File: config.mk
export PLATFORM = sky130hd
export DESIGN_NAME = ir_frame_receiver_crc8_top
export DESIGN_NICKNAME = d
export VERILOG_FILES = /design/src/rtl/irfr_pkg.sv /design/src/rtl/irfr_queue.sv /design/src/rtl/irfr_front.sv /design/src/rtl/irfr_back.sv /design/src/rtl/ir_frame_receiver_crc8_top.sv
export SDC_FILE = /design/constraint.sdc
export NUM_CORES = 1
export LEC_CHECK = 0
export ABC_CLOCK_PERIOD_IN_PS = 8750
export BUFFER_PORTS_ARGS = -buffer_cell sky130_fd_sc_hd__buf_2
export CAP_MARGIN = 30
export CELL_PAD_IN_SITES_DETAIL_PLACEMENT = 0
export CELL_PAD_IN_SITES_GLOBAL_PLACEMENT = 1
export CORE_AREA = 2 2 293 295
export CTS_CLUSTER_DIAMETER = 80
export DETAILED_ROUTE_END_ITERATION = 12
export DIE_AREA = 0 0 295 297
export PLACE_DENSITY_LB_ADDON = 0.15
export SYNTH_ARGS = -nofsm -noshare
export SYNTH_HDL_FRONTEND = slang
export SYNTH_SLANG_ARGS = --single-unit
File: constraint.sdc
create_clock -name aclk -period 8.75 [get_ports aclk]
set_input_delay 1.3125 -clock aclk [delete_from_list [all_inputs] [get_ports aclk]]
set_output_delay 1.3125 -clock aclk [all_outputs]
set_load 0.05 [all_outputs]
File: src/rtl/irfr_pkg.sv
// shared types, constants and the crc-8 step for the frame receiver
// used by irfr_front, irfr_queue, irfr_back and the top level
package irfr_pkg;

    // payload buffer per frame and frame layout
    localparam int MAX_PAYLOAD  = 32;
    localparam int HEADER_BYTES = 8;
    localparam int IDX_W        = (MAX_PAYLOAD > 1) ? $clog2(MAX_PAYLOAD) : 1;
    localparam int PLEN_W       = $clog2(MAX_PAYLOAD + 1);

    // two payload banks, one descriptor slot per bank
    localparam int NBANK     = 2;
    localparam int BANK_W    = 1;
    localparam int MEM_DEPTH = NBANK << IDX_W;
    localparam int MADDR_W   = BANK_W + IDX_W;

    // configuration register indexes and reset values
    localparam logic [1:0] REG_FIRST_PREAMBLE  = 2'd0;
    localparam logic [1:0] REG_SECOND_PREAMBLE = 2'd1;
    localparam logic [1:0] REG_RX_ENABLE       = 2'd2;
    localparam logic [7:0] FIRST_PREAMBLE_RST  = 8'd90;
    localparam logic [7:0] SECOND_PREAMBLE_RST = 8'd84;

    localparam logic [7:0] CRC_POLY = 8'h31;

    // one good frame handed from front to back
    typedef struct packed {
        logic [15:0]        seq;
        logic [47:0]        mac;
        logic [PLEN_W-1:0]  plen;
        logic [BANK_W-1:0]  bank;
    } desc_t;

    // payload buffer write from the front
    typedef struct packed {
        logic               en;
        logic [MADDR_W-1:0] addr;
        logic [7:0]         data;
    } buf_wr_t;

    // crc-8, msb first, one byte
    function automatic logic [7:0] crc8_add(input logic [7:0] crc, input logic [7:0] b);
        logic [7:0] c;
        c = crc ^ b;
        for (int k = 0; k < 8; k++) begin
            c = c[7] ? ((c << 1) ^ CRC_POLY) : (c << 1);
        end
        return c;
    endfunction

endpackage

File: src/rtl/irfr_queue.sv
// two-entry descriptor queue between the front parser and the back emitter
// depends on irfr_pkg for desc_t
module irfr_queue (
    input  logic            aclk,
    input  logic            aresetn,
    input  logic            push,
    input  irfr_pkg::desc_t push_desc,
    input  logic            pop,
    output logic            head_valid,
    output irfr_pkg::desc_t head_desc,
    output logic            full
);
    import irfr_pkg::*;

    desc_t      entry_reg [NBANK];
    logic       wr_ptr_reg, wr_ptr_next;
    logic       rd_ptr_reg, rd_ptr_next;
    logic [1:0] count_reg, count_next;

    assign head_valid = (count_reg != 2'd0);
    assign full       = (count_reg == 2'd2);
    assign head_desc  = entry_reg[rd_ptr_reg];

    // pointer and count update
    always_comb begin
        wr_ptr_next = push ? ~wr_ptr_reg : wr_ptr_reg;
        rd_ptr_next = pop ? ~rd_ptr_reg : rd_ptr_reg;
        count_next  = count_reg + {1'b0, push} - {1'b0, pop};
    end

    always_ff @(posedge aclk) begin
        if (!aresetn) begin
            wr_ptr_reg <= 1'b0;
            rd_ptr_reg <= 1'b0;
            count_reg  <= 2'd0;
        end else begin
            wr_ptr_reg <= wr_ptr_next;
            rd_ptr_reg <= rd_ptr_next;
            count_reg  <= count_next;
        end
    end

    // entry storage
    always_ff @(posedge aclk) begin
        if (push) begin
            entry_reg[wr_ptr_reg] <= push_desc;
        end
    end

    a_no_push_full: assert property (@(posedge aclk) disable iff (!aresetn)
        push |-> !full) else $error("push into full queue");
    a_no_pop_empty: assert property (@(posedge aclk) disable iff (!aresetn)
        pop |-> head_valid) else $error("pop from empty queue");
    a_count_range: assert property (@(posedge aclk) disable iff (!aresetn)
        count_reg != 2'd3) else $error("queue count out of range");

endmodule

File: src/rtl/irfr_front.sv
// front parser: config registers, preamble hunt, header capture, crc check
// depends on irfr_pkg; writes payload into the back's buffer, pushes descriptors
module irfr_front (
    input  logic              aclk,
    input  logic              aresetn,
    input  logic              cfg_wr_en,
    input  logic [1:0]        cfg_index,
    input  logic [7:0]        cfg_wr_data,
    input  logic              s_valid,
    output logic              s_ready,
    input  logic [7:0]        s_rx_byte,
    input  logic              q_full,
    output logic              q_push,
    output irfr_pkg::desc_t   q_desc,
    output irfr_pkg::buf_wr_t buf_wr
);
    import irfr_pkg::*;

    localparam logic [2:0] PH_FIRST  = 3'd0;
    localparam logic [2:0] PH_SECOND = 3'd1;
    localparam logic [2:0] PH_LENGTH = 3'd2;
    localparam logic [2:0] PH_GATHER = 3'd3;
    localparam logic [2:0] PH_CHECK  = 3'd4;

    logic [7:0]  first_pre_reg, second_pre_reg;
    logic        rx_en_reg;
    logic [2:0]  phase_reg, phase_next;
    logic [7:0]  len_reg, len_next;
    logic [7:0]  cnt_reg, cnt_next;
    logic [7:0]  crc_reg, crc_next;
    logic [15:0] seq_reg, seq_next;
    logic [47:0] mac_reg, mac_next;
    logic        bank_reg, bank_next;

    logic        accept;
    logic [7:0]  b;
    logic [2:0]  restart_phase;
    logic [7:0]  pidx;
    logic [7:0]  cnt_inc;
    logic [7:0]  plen_full;
    logic [7:0]  crc_step;

    // configuration writes
    always_ff @(posedge aclk) begin
        if (!aresetn) begin
            first_pre_reg  <= FIRST_PREAMBLE_RST;
            second_pre_reg <= SECOND_PREAMBLE_RST;
            rx_en_reg      <= 1'b0;
        end else if (cfg_wr_en) begin
            unique case (cfg_index)
                REG_FIRST_PREAMBLE:  first_pre_reg  <= cfg_wr_data;
                REG_SECOND_PREAMBLE: second_pre_reg <= cfg_wr_data;
                REG_RX_ENABLE:       rx_en_reg      <= cfg_wr_data[0];
                default: ;
            endcase
        end
    end

    // stall only while both payload banks are held by good frames
    assign s_ready = !q_full;
    assign accept  = s_valid && s_ready && rx_en_reg;
    assign b       = s_rx_byte;

    assign restart_phase = (b == first_pre_reg) ? PH_SECOND : PH_FIRST;
    assign pidx          = cnt_reg - 8'(HEADER_BYTES);
    assign cnt_inc       = cnt_reg + 8'd1;
    assign plen_full     = len_reg - 8'(HEADER_BYTES);
    assign crc_step      = crc8_add((phase_reg == PH_LENGTH) ? 8'd0 : crc_reg, b);

    // hunt and gather sequencing
    always_comb begin
        phase_next = phase_reg;
        len_next   = len_reg;
        cnt_next   = cnt_reg;
        crc_next   = crc_reg;
        seq_next   = seq_reg;
        mac_next   = mac_reg;
        bank_next  = bank_reg;
        q_push     = 1'b0;
        buf_wr.en   = 1'b0;
        buf_wr.addr = {bank_reg, pidx[IDX_W-1:0]};
        buf_wr.data = b;
        if (accept) begin
            unique case (phase_reg)
                PH_FIRST: phase_next = restart_phase;
                PH_SECOND: begin
                    phase_next = (b == second_pre_reg) ? PH_LENGTH : restart_phase;
                end
                PH_LENGTH: begin
                    if (b < 8'(HEADER_BYTES)) begin
                        phase_next = restart_phase;
                    end else begin
                        len_next   = b;
                        cnt_next   = 8'd0;
                        crc_next   = crc_step;
                        phase_next = PH_GATHER;
                    end
                end
                PH_GATHER: begin
                    crc_next = crc_step;
                    cnt_next = cnt_inc;
                    if (cnt_reg == 8'd0) begin
                        seq_next[7:0] = b;
                    end else if (cnt_reg == 8'd1) begin
                        seq_next[15:8] = b;
                    end else if (cnt_reg < 8'(HEADER_BYTES)) begin
                        mac_next[8*(cnt_reg[2:0]-3'd2) +: 8] = b;
                    end else if (pidx < 8'(MAX_PAYLOAD)) begin
                        buf_wr.en = 1'b1;
                    end
                    if (cnt_inc >= len_reg) begin
                        phase_next = PH_CHECK;
                    end
                end
                PH_CHECK: begin
                    phase_next = PH_FIRST;
                    if (b == crc_reg) begin
                        q_push    = 1'b1;
                        bank_next = ~bank_reg;
                    end
                end
                default: phase_next = PH_FIRST;
            endcase
        end
    end

    // descriptor of the frame just checked
    always_comb begin
        q_desc.seq  = seq_reg;
        q_desc.mac  = mac_reg;
        q_desc.bank = bank_reg;
        q_desc.plen = (plen_full > 8'(MAX_PAYLOAD)) ? PLEN_W'(MAX_PAYLOAD)
                                                   : plen_full[PLEN_W-1:0];
    end

    always_ff @(posedge aclk) begin
        if (!aresetn) begin
            phase_reg <= PH_FIRST;
            len_reg   <= 8'd0;
            cnt_reg   <= 8'd0;
            crc_reg   <= 8'd0;
            bank_reg  <= 1'b0;
        end else begin
            phase_reg <= phase_next;
            len_reg   <= len_next;
            cnt_reg   <= cnt_next;
            crc_reg   <= crc_next;
            bank_reg  <= bank_next;
        end
    end

    // header holders
    always_ff @(posedge aclk) begin
        seq_reg <= seq_next;
        mac_reg <= mac_next;
    end

endmodule

File: src/rtl/irfr_back.sv
// back emitter: payload buffer and one result per cycle from the queue head while m_ready allows
// depends on irfr_pkg for desc_t and buf_wr_t
module irfr_back (
    input  logic              aclk,
    input  logic              aresetn,
    input  irfr_pkg::buf_wr_t buf_wr,
    input  logic              head_valid,
    input  irfr_pkg::desc_t   head_desc,
    output logic              pop,
    output logic              m_valid,
    input  logic              m_ready,
    output logic [15:0]       m_sequence_number,
    output logic [47:0]       m_src_addr,
    output logic [5:0]        m_payload_length,
    output logic [7:0]        m_payload_byte,
    output logic [4:0]        m_byte_index,
    output logic              m_last_of_frame
);
    import irfr_pkg::*;

    logic [7:0]        mem [MEM_DEPTH];
    logic [IDX_W-1:0]  idx_reg, idx_next;
    logic              out_valid_reg;
    logic [15:0]       out_seq_reg;
    logic [47:0]       out_mac_reg;
    logic [PLEN_W-1:0] out_plen_reg;
    logic [IDX_W-1:0]  out_idx_reg;
    logic              out_last_reg;
    logic [7:0]        rd_data_reg;

    logic              advance;
    logic              last;

    // payload buffer write port
    always_ff @(posedge aclk) begin
        if (buf_wr.en) begin
            mem[buf_wr.addr] <= buf_wr.data;
        end
    end

    assign advance = head_valid && (!out_valid_reg || m_ready);
    assign last    = (head_desc.plen == '0) ||
                     (PLEN_W'(idx_reg) == head_desc.plen - PLEN_W'(1));
    assign pop     = advance && last;
    assign idx_next = last ? '0 : idx_reg + IDX_W'(1);

    // result index and output valid
    always_ff @(posedge aclk) begin
        if (!aresetn) begin
            idx_reg       <= '0;
            out_valid_reg <= 1'b0;
        end else if (advance) begin
            idx_reg       <= idx_next;
            out_valid_reg <= 1'b1;
        end else if (m_ready) begin
            out_valid_reg <= 1'b0;
        end
    end

    // output register with buffer read
    always_ff @(posedge aclk) begin
        if (advance) begin
            rd_data_reg  <= mem[{head_desc.bank, idx_reg}];
            out_seq_reg  <= head_desc.seq;
            out_mac_reg  <= head_desc.mac;
            out_plen_reg <= head_desc.plen;
            out_idx_reg  <= idx_reg;
            out_last_reg <= last;
        end
    end

    assign m_valid           = out_valid_reg;
    assign m_sequence_number = out_seq_reg;
    assign m_src_addr        = out_mac_reg;
    assign m_payload_length  = 6'(out_plen_reg);
    assign m_payload_byte    = (out_plen_reg == '0) ? 8'd0 : rd_data_reg;
    assign m_byte_index      = 5'(out_idx_reg);
    assign m_last_of_frame   = out_last_reg;

    a_empty_is_last: assert property (@(posedge aclk) disable iff (!aresetn)
        (out_valid_reg && out_plen_reg == '0) |-> out_last_reg)
        else $error("empty frame result not marked last");
    a_index_in_range: assert property (@(posedge aclk) disable iff (!aresetn)
        (out_valid_reg && out_plen_reg != '0) |-> (PLEN_W'(out_idx_reg) < out_plen_reg))
        else $error("byte index past payload length");
    a_hold_stalled: assert property (@(posedge aclk) disable iff (!aresetn)
        (out_valid_reg && !m_ready) |=> (out_valid_reg && $stable(out_seq_reg) &&
                                         $stable(out_idx_reg) && $stable(out_last_reg)))
        else $error("result changed while stalled");

endmodule

File: src/rtl/ir_frame_receiver_crc8_top.sv
// top level of the preamble / length / crc-8 frame receiver
// depends on irfr_pkg, irfr_front, irfr_queue and irfr_back
//
// usage:
//   s_ channel: one received byte per item (s_rx_byte), valid/ready handshake.
//   m_ channel: one result per stored payload byte of a good frame, or one
//   result for a frame without payload; m_last_of_frame marks the final one.
//   cfg port: cfg_wr_en with cfg_index 0/1/2 writes first preamble, second
//   preamble and the receive enable; other indexes are ignored.
// timing:
//   a byte is taken every cycle while s_ready is high; the first result of a
//   good frame is registered from the queue head once its crc byte has
//   pushed the descriptor, then one result per cycle while m_ready allows.
//   two good frames can be held (one payload bank each); with both held,
//   s_ready drops until the back part finishes the older frame.
// reset:
//   preambles return to Z and T, receiving is disabled, the hunt restarts
//   and any pending results are discarded.
// stall:
//   while m_ready is low the result holds; parsing continues into the free
//   bank until both banks are taken.
module ir_frame_receiver_crc8_top (
    input  logic        aclk,
    input  logic        aresetn,
    input  logic        cfg_wr_en,
    input  logic [1:0]  cfg_index,
    input  logic [7:0]  cfg_wr_data,
    input  logic        s_valid,
    output logic        s_ready,
    input  logic [7:0]  s_rx_byte,
    output logic        m_valid,
    input  logic        m_ready,
    output logic [15:0] m_sequence_number,
    output logic [47:0] m_src_addr,
    output logic [5:0]  m_payload_length,
    output logic [7:0]  m_payload_byte,
    output logic [4:0]  m_byte_index,
    output logic        m_last_of_frame
);
    import irfr_pkg::*;

    logic    q_full;
    logic    q_push;
    desc_t   q_desc;
    buf_wr_t buf_wr;
    logic    head_valid;
    desc_t   head_desc;
    logic    pop;

    // parser
    irfr_front u_front (
        .aclk        (aclk),
        .aresetn     (aresetn),
        .cfg_wr_en   (cfg_wr_en),
        .cfg_index   (cfg_index),
        .cfg_wr_data (cfg_wr_data),
        .s_valid     (s_valid),
        .s_ready     (s_ready),
        .s_rx_byte   (s_rx_byte),
        .q_full      (q_full),
        .q_push      (q_push),
        .q_desc      (q_desc),
        .buf_wr      (buf_wr)
    );

    // frame descriptor queue
    irfr_queue u_queue (
        .aclk       (aclk),
        .aresetn    (aresetn),
        .push       (q_push),
        .push_desc  (q_desc),
        .pop        (pop),
        .head_valid (head_valid),
        .head_desc  (head_desc),
        .full       (q_full)
    );

    // result emitter
    irfr_back u_back (
        .aclk              (aclk),
        .aresetn           (aresetn),
        .buf_wr            (buf_wr),
        .head_valid        (head_valid),
        .head_desc         (head_desc),
        .pop               (pop),
        .m_valid           (m_valid),
        .m_ready           (m_ready),
        .m_sequence_number (m_sequence_number),
        .m_src_addr        (m_src_addr),
        .m_payload_length  (m_payload_length),
        .m_payload_byte    (m_payload_byte),
        .m_byte_index      (m_byte_index),
        .m_last_of_frame   (m_last_of_frame)
    );

endmodule
==> metrics.yaml <==
status: "finished, final reports clean"
hold_buffers: 0
crit_chain: "buf_2 -> buf_4 -> xor2_1 -> nor3_1 -> nand3_1 -> nor3_1 -> buf_4 -> nor2b_4 -> buf_4"
fp.coreArea_sq_mm: 0.08448
drtAntennaViolNets: 0
dominantRegCellSynth: "sky130_fd_sc_hd__edfxtp_1"
gpl.final_weighted_congestion: 0.7843
tritoncts_num_sinks: 858
rows: 107
rsz0062_at_grt: "false"
setup_viol: 0
initial_core_util_pct: 39.68
post_synth_inst_count: 1729
measured_slew_at_the_worst_slew_check_pin_ns: 0.9585
final_net_count: 1938
final.setup.tns_ns: 0
power_switching_w: 0.001692
total_leakage_power_nw: 11.97
clk_root_buffer_cell: "sky130_fd_sc_hd__clkbuf_16"
path_clk_slew_ns: 0.06
synth-edff-count: 802
detailed_route_vias_per_instance: 5.224
grt_antenna_before_repair: 4
timing.critical_path.buf_inv: 4
cts_buffer_depth: 3
grt_start_max_net_pins: 96
die_w_microns: 295
synth-warning-count: 0
reg2regPathDepth: 5
number_of_global_route_vias_before_repair: 16599
critPathSlowestCell: "sky130_fd_sc_hd__nor2b_4"
tritoncts: "built"
fmax_ghz: 0.2474
critical_path.endpoint_type: "flop"
largest_reg_flops: 512
final_cells: 3102
path_common_cell: "sky130_fd_sc_hd__buf_4"
cp_top_family: "buffers and inverters"
clk_latency_ns: 0.64
hold_start: "u_front.mac_reg[2]"
synth-seq-area-share_pct: 75.19
wl_per_cell_microns: 25.03
cpPeakStageDelay_ns: 0.66
power_switching_share_pct: 19.90
worst_hold_path.endpoint: "u_queue.entry_reg[1][9]"
power-per-cell-area_mw_per_mm2: 220.6
routed-via-count: 16205
top_level_ports: 109
drv_cap: 0
power_total_w: 0.008504
clock_tree.htree_level_count: 3
final_layout_size_suffix_gt1_share_pct: 26.88
comb_power_share_pct: 1.7
detail_route.first_pass.iterations: 5
post-route-drc-count: 0
p_int_w: 0.006812
critPathArrivalTime_ns: 4.31
post_synth_num_cell_types: 53
worst_slew_margin_rel_pct: 35.92
syn-mean-instance-area_sq_um: 19.39
worst_hold_path_type: "flop to flop"
worst_hold_path.num_cells: 0
regToRegSetupSlack_ns: 4.94
clock_power_share_pct: 45.7
crit_fanout: 51
groute.usage.overall_pct: 17.83
first_iter_violations: 1450
grt_pass1_wl_mm: 114.5
r2r_end: "u_back.mem[53][5]"
finalHoldViolCount: 0
die_h_microns: 297
pwr-share-seq_pct: 52.5
cts_post_setup_buffers_inserted: 0
cts-resized-gates: 0
die_area_sq_mm: 0.08762
power.ir.vdd_worst_mv: 0.1409
synthToLayoutAreaGrowth_pct: 14.98
wl_mm: 77.65
slew_violations: 0
async_reset_ff_share_pct: 0
grt_overflow_total: 0
syn_nets: 1781
detailedPlacementHpwl_mm: 48.28
worst_setup_path_start_kind: "primary input"
path_type_of_the_worst_setup_path: "primary input to flop"
cp.required_ns: 9.01
final_core_util_pct: 45.63
nFillCells: 7177
tritoncts.num_buffers: 92
numPortBuffers: 108
postSynthRegisterBits: 858
period_needed_ns: 4.042
syn_std_cell_area_sq_mm: 0.03352
fin_worst_skew_ns: 0.01992
period_share_pct: 46.19
launching_point_of_the_worst_reg2reg_path: "u_front.phase_reg[0]"
post-place-cells: 2934
## per-layer routing
layer / wire length [microns] / GRT usage (%) / vias to the layer above
li1: - / - / 7142
met4: 1621 / 4.373 / 2
met5: 12 / 0 / -
met1: 36180 / 26.59 / 8460
met3: 3923 / 3.033 / 103
met2: 35910 / 27.34 / 498
## cell type report
| type | instances | area (sq um) | share of cell area [%] |
|---|---|---|---|
| Sequential cell | 858 | 25220 | 65.43 |
| Inverter | 27 | 103.9 | 0.2694 |
| Clock inverter | 63 | 651.9 | 1.691 |
| Multi-Input combinational cell | 765 | 7873 | 20.42 |
| Clock buffer | 102 | 2371 | 6.151 |
| Tap cell | 1144 | 1431 | 3.714 |
| Timing Repair Buffer | 142 | 893.4 | 2.318 |
| Antenna cell | 1 | 2.502 | 0.006492 |
## cells in the mapped netlist (3+ instances only)
master | n | area, sq um
sky130_fd_sc_hd__edfxtp_1 | 802 | 24080
sky130_fd_sc_hd__mux4_2 | 168 | 3784
sky130_fd_sc_hd__nor2_1 | 143 | 536.8
sky130_fd_sc_hd__mux2_2 | 67 | 754.5
sky130_fd_sc_hd__dfxtp_1 | 56 | 1121
sky130_fd_sc_hd__clkbuf_1 | 53 | 198.9
sky130_fd_sc_hd__nand2_1 | 49 | 183.9
sky130_fd_sc_hd__xnor2_1 | 46 | 402.9
sky130_fd_sc_hd__and2_1 | 39 | 244.0
sky130_fd_sc_hd__mux2i_1 | 31 | 310.3
sky130_fd_sc_hd__ha_1 | 28 | 350.3
sky130_fd_sc_hd__nand3_1 | 28 | 140.1
sky130_fd_sc_hd__inv_1 | 24 | 90.09
sky130_fd_sc_hd__xor2_1 | 21 | 183.9
sky130_fd_sc_hd__a21oi_1 | 18 | 90.09
sky130_fd_sc_hd__nor3_1 | 16 | 80.08
sky130_fd_sc_hd__nor2b_1 | 12 | 75.07
sky130_fd_sc_hd__and3_1 | 10 | 62.56
sky130_fd_sc_hd__buf_2 | 10 | 50.05
sky130_fd_sc_hd__or3_1 | 10 | 62.56
sky130_fd_sc_hd__buf_1 | 8 | 30.03
sky130_fd_sc_hd__buf_6 | 8 | 90.09
sky130_fd_sc_hd__nand3b_1 | 8 | 60.06
sky130_fd_sc_hd__nor3b_1 | 8 | 60.06
sky130_fd_sc_hd__nand4_1 | 7 | 43.79
sky130_fd_sc_hd__o21ai_0 | 7 | 35.03
sky130_fd_sc_hd__a211oi_1 | 5 | 37.54
sky130_fd_sc_hd__a21o_1 | 4 | 30.03
sky130_fd_sc_hd__a31oi_1 | 4 | 25.02
sky130_fd_sc_hd__nand2b_1 | 4 | 25.02
sky130_fd_sc_hd__nor4_1 | 4 | 25.02
sky130_fd_sc_hd__nor4b_1 | 3 | 26.28
sky130_fd_sc_hd__o21ai_1 | 3 | 15.01
sky130_fd_sc_hd__o22ai_1 | 3 | 18.77
## power groups by stage
stage          clock network [W]   logic, W  registers, W
6_report                 0.00389   0.000147       0.00447
5_1_grt                  0.00414   0.000161       0.00446
4_1_cts                  0.00399   0.000146       0.00447
3_5_place_dp                   0   0.000147       0.00456
3_3_place_gp                   0   0.000145       0.00456
2_1_floorplan                  0  0.0000586       0.00455
## metrics by stage
| step | worst slack [ns] | hold WS, ns | instance area (sq um) |
|---|---|---|---|
| floorplan | 2.639 | 0.4064 | 33520 |
| finish | 4.708 | 0.4391 | 38540 |
| CTS | 4.684 | 0.4402 | 38490 |
| global route | 4.490 | 0.4544 | 38540 |
| detailed placement | 3.981 | 0.4304 | 35460 |
| global placement | 3.944 | 0.4235 | 35400 |
## how the worst max path moves through the flow
stage | start | to | slack (ns) | cells past startpoint
2_1_floorplan | s_rx_byte[0] | u_queue.entry_reg[0][0] | 2.64 | 6
3_3_place_gp | s_rx_byte[4] | u_queue.entry_reg[0][69] | 3.94 | 9
3_5_place_dp | s_rx_byte[4] | u_queue.entry_reg[0][67] | 3.98 | 9
4_1_cts | s_rx_byte[4] | u_queue.entry_reg[0][67] | 4.68 | 9
5_1_grt | s_rx_byte[4] | u_queue.entry_reg[0][67] | 4.49 | 9
6_report | s_rx_byte[4] | u_queue.entry_reg[0][67] | 4.71 | 9
## kinds of logic after synthesis
kind of cell,share of synthesized area [%]
DFF,75.19
and+or+nand+nor,4.990
muxes,14.46
buffers and inverters,1.403
xor gates and xnor gates,1.818
AOI/OAI and AO/OA,1.034
adders and majority gates,1.105
## cell usage in the layout (no fill, tap or decap), types with 16 or more instances in the layout
| cell type | n |
|---|---|
| sky130_fd_sc_hd__nand2_1 | 49 |
| sky130_fd_sc_hd__nor3_1 | 16 |
| sky130_fd_sc_hd__xnor2_1 | 46 |
| sky130_fd_sc_hd__clkinv_1 | 23 |
| sky130_fd_sc_hd__buf_4 | 31 |
| sky130_fd_sc_hd__nor2_1 | 143 |
| sky130_fd_sc_hd__mux2_2 | 67 |
| sky130_fd_sc_hd__nand3_1 | 28 |
| sky130_fd_sc_hd__clkinv_2 | 16 |
| sky130_fd_sc_hd__inv_1 | 23 |
| sky130_fd_sc_hd__xor2_1 | 21 |
| sky130_fd_sc_hd__and2_1 | 38 |
| sky130_fd_sc_hd__a21oi_1 | 18 |
| sky130_fd_sc_hd__ha_1 | 28 |
| sky130_fd_sc_hd__dfxtp_1 | 51 |
| sky130_fd_sc_hd__mux4_2 | 168 |
| sky130_fd_sc_hd__edfxtp_1 | 802 |
| sky130_fd_sc_hd__mux2i_1 | 31 |
| sky130_fd_sc_hd__buf_2 | 106 |
| sky130_fd_sc_hd__clkbuf_16 | 93 |
No activity file was read; power rests on OpenSTA's default activity.
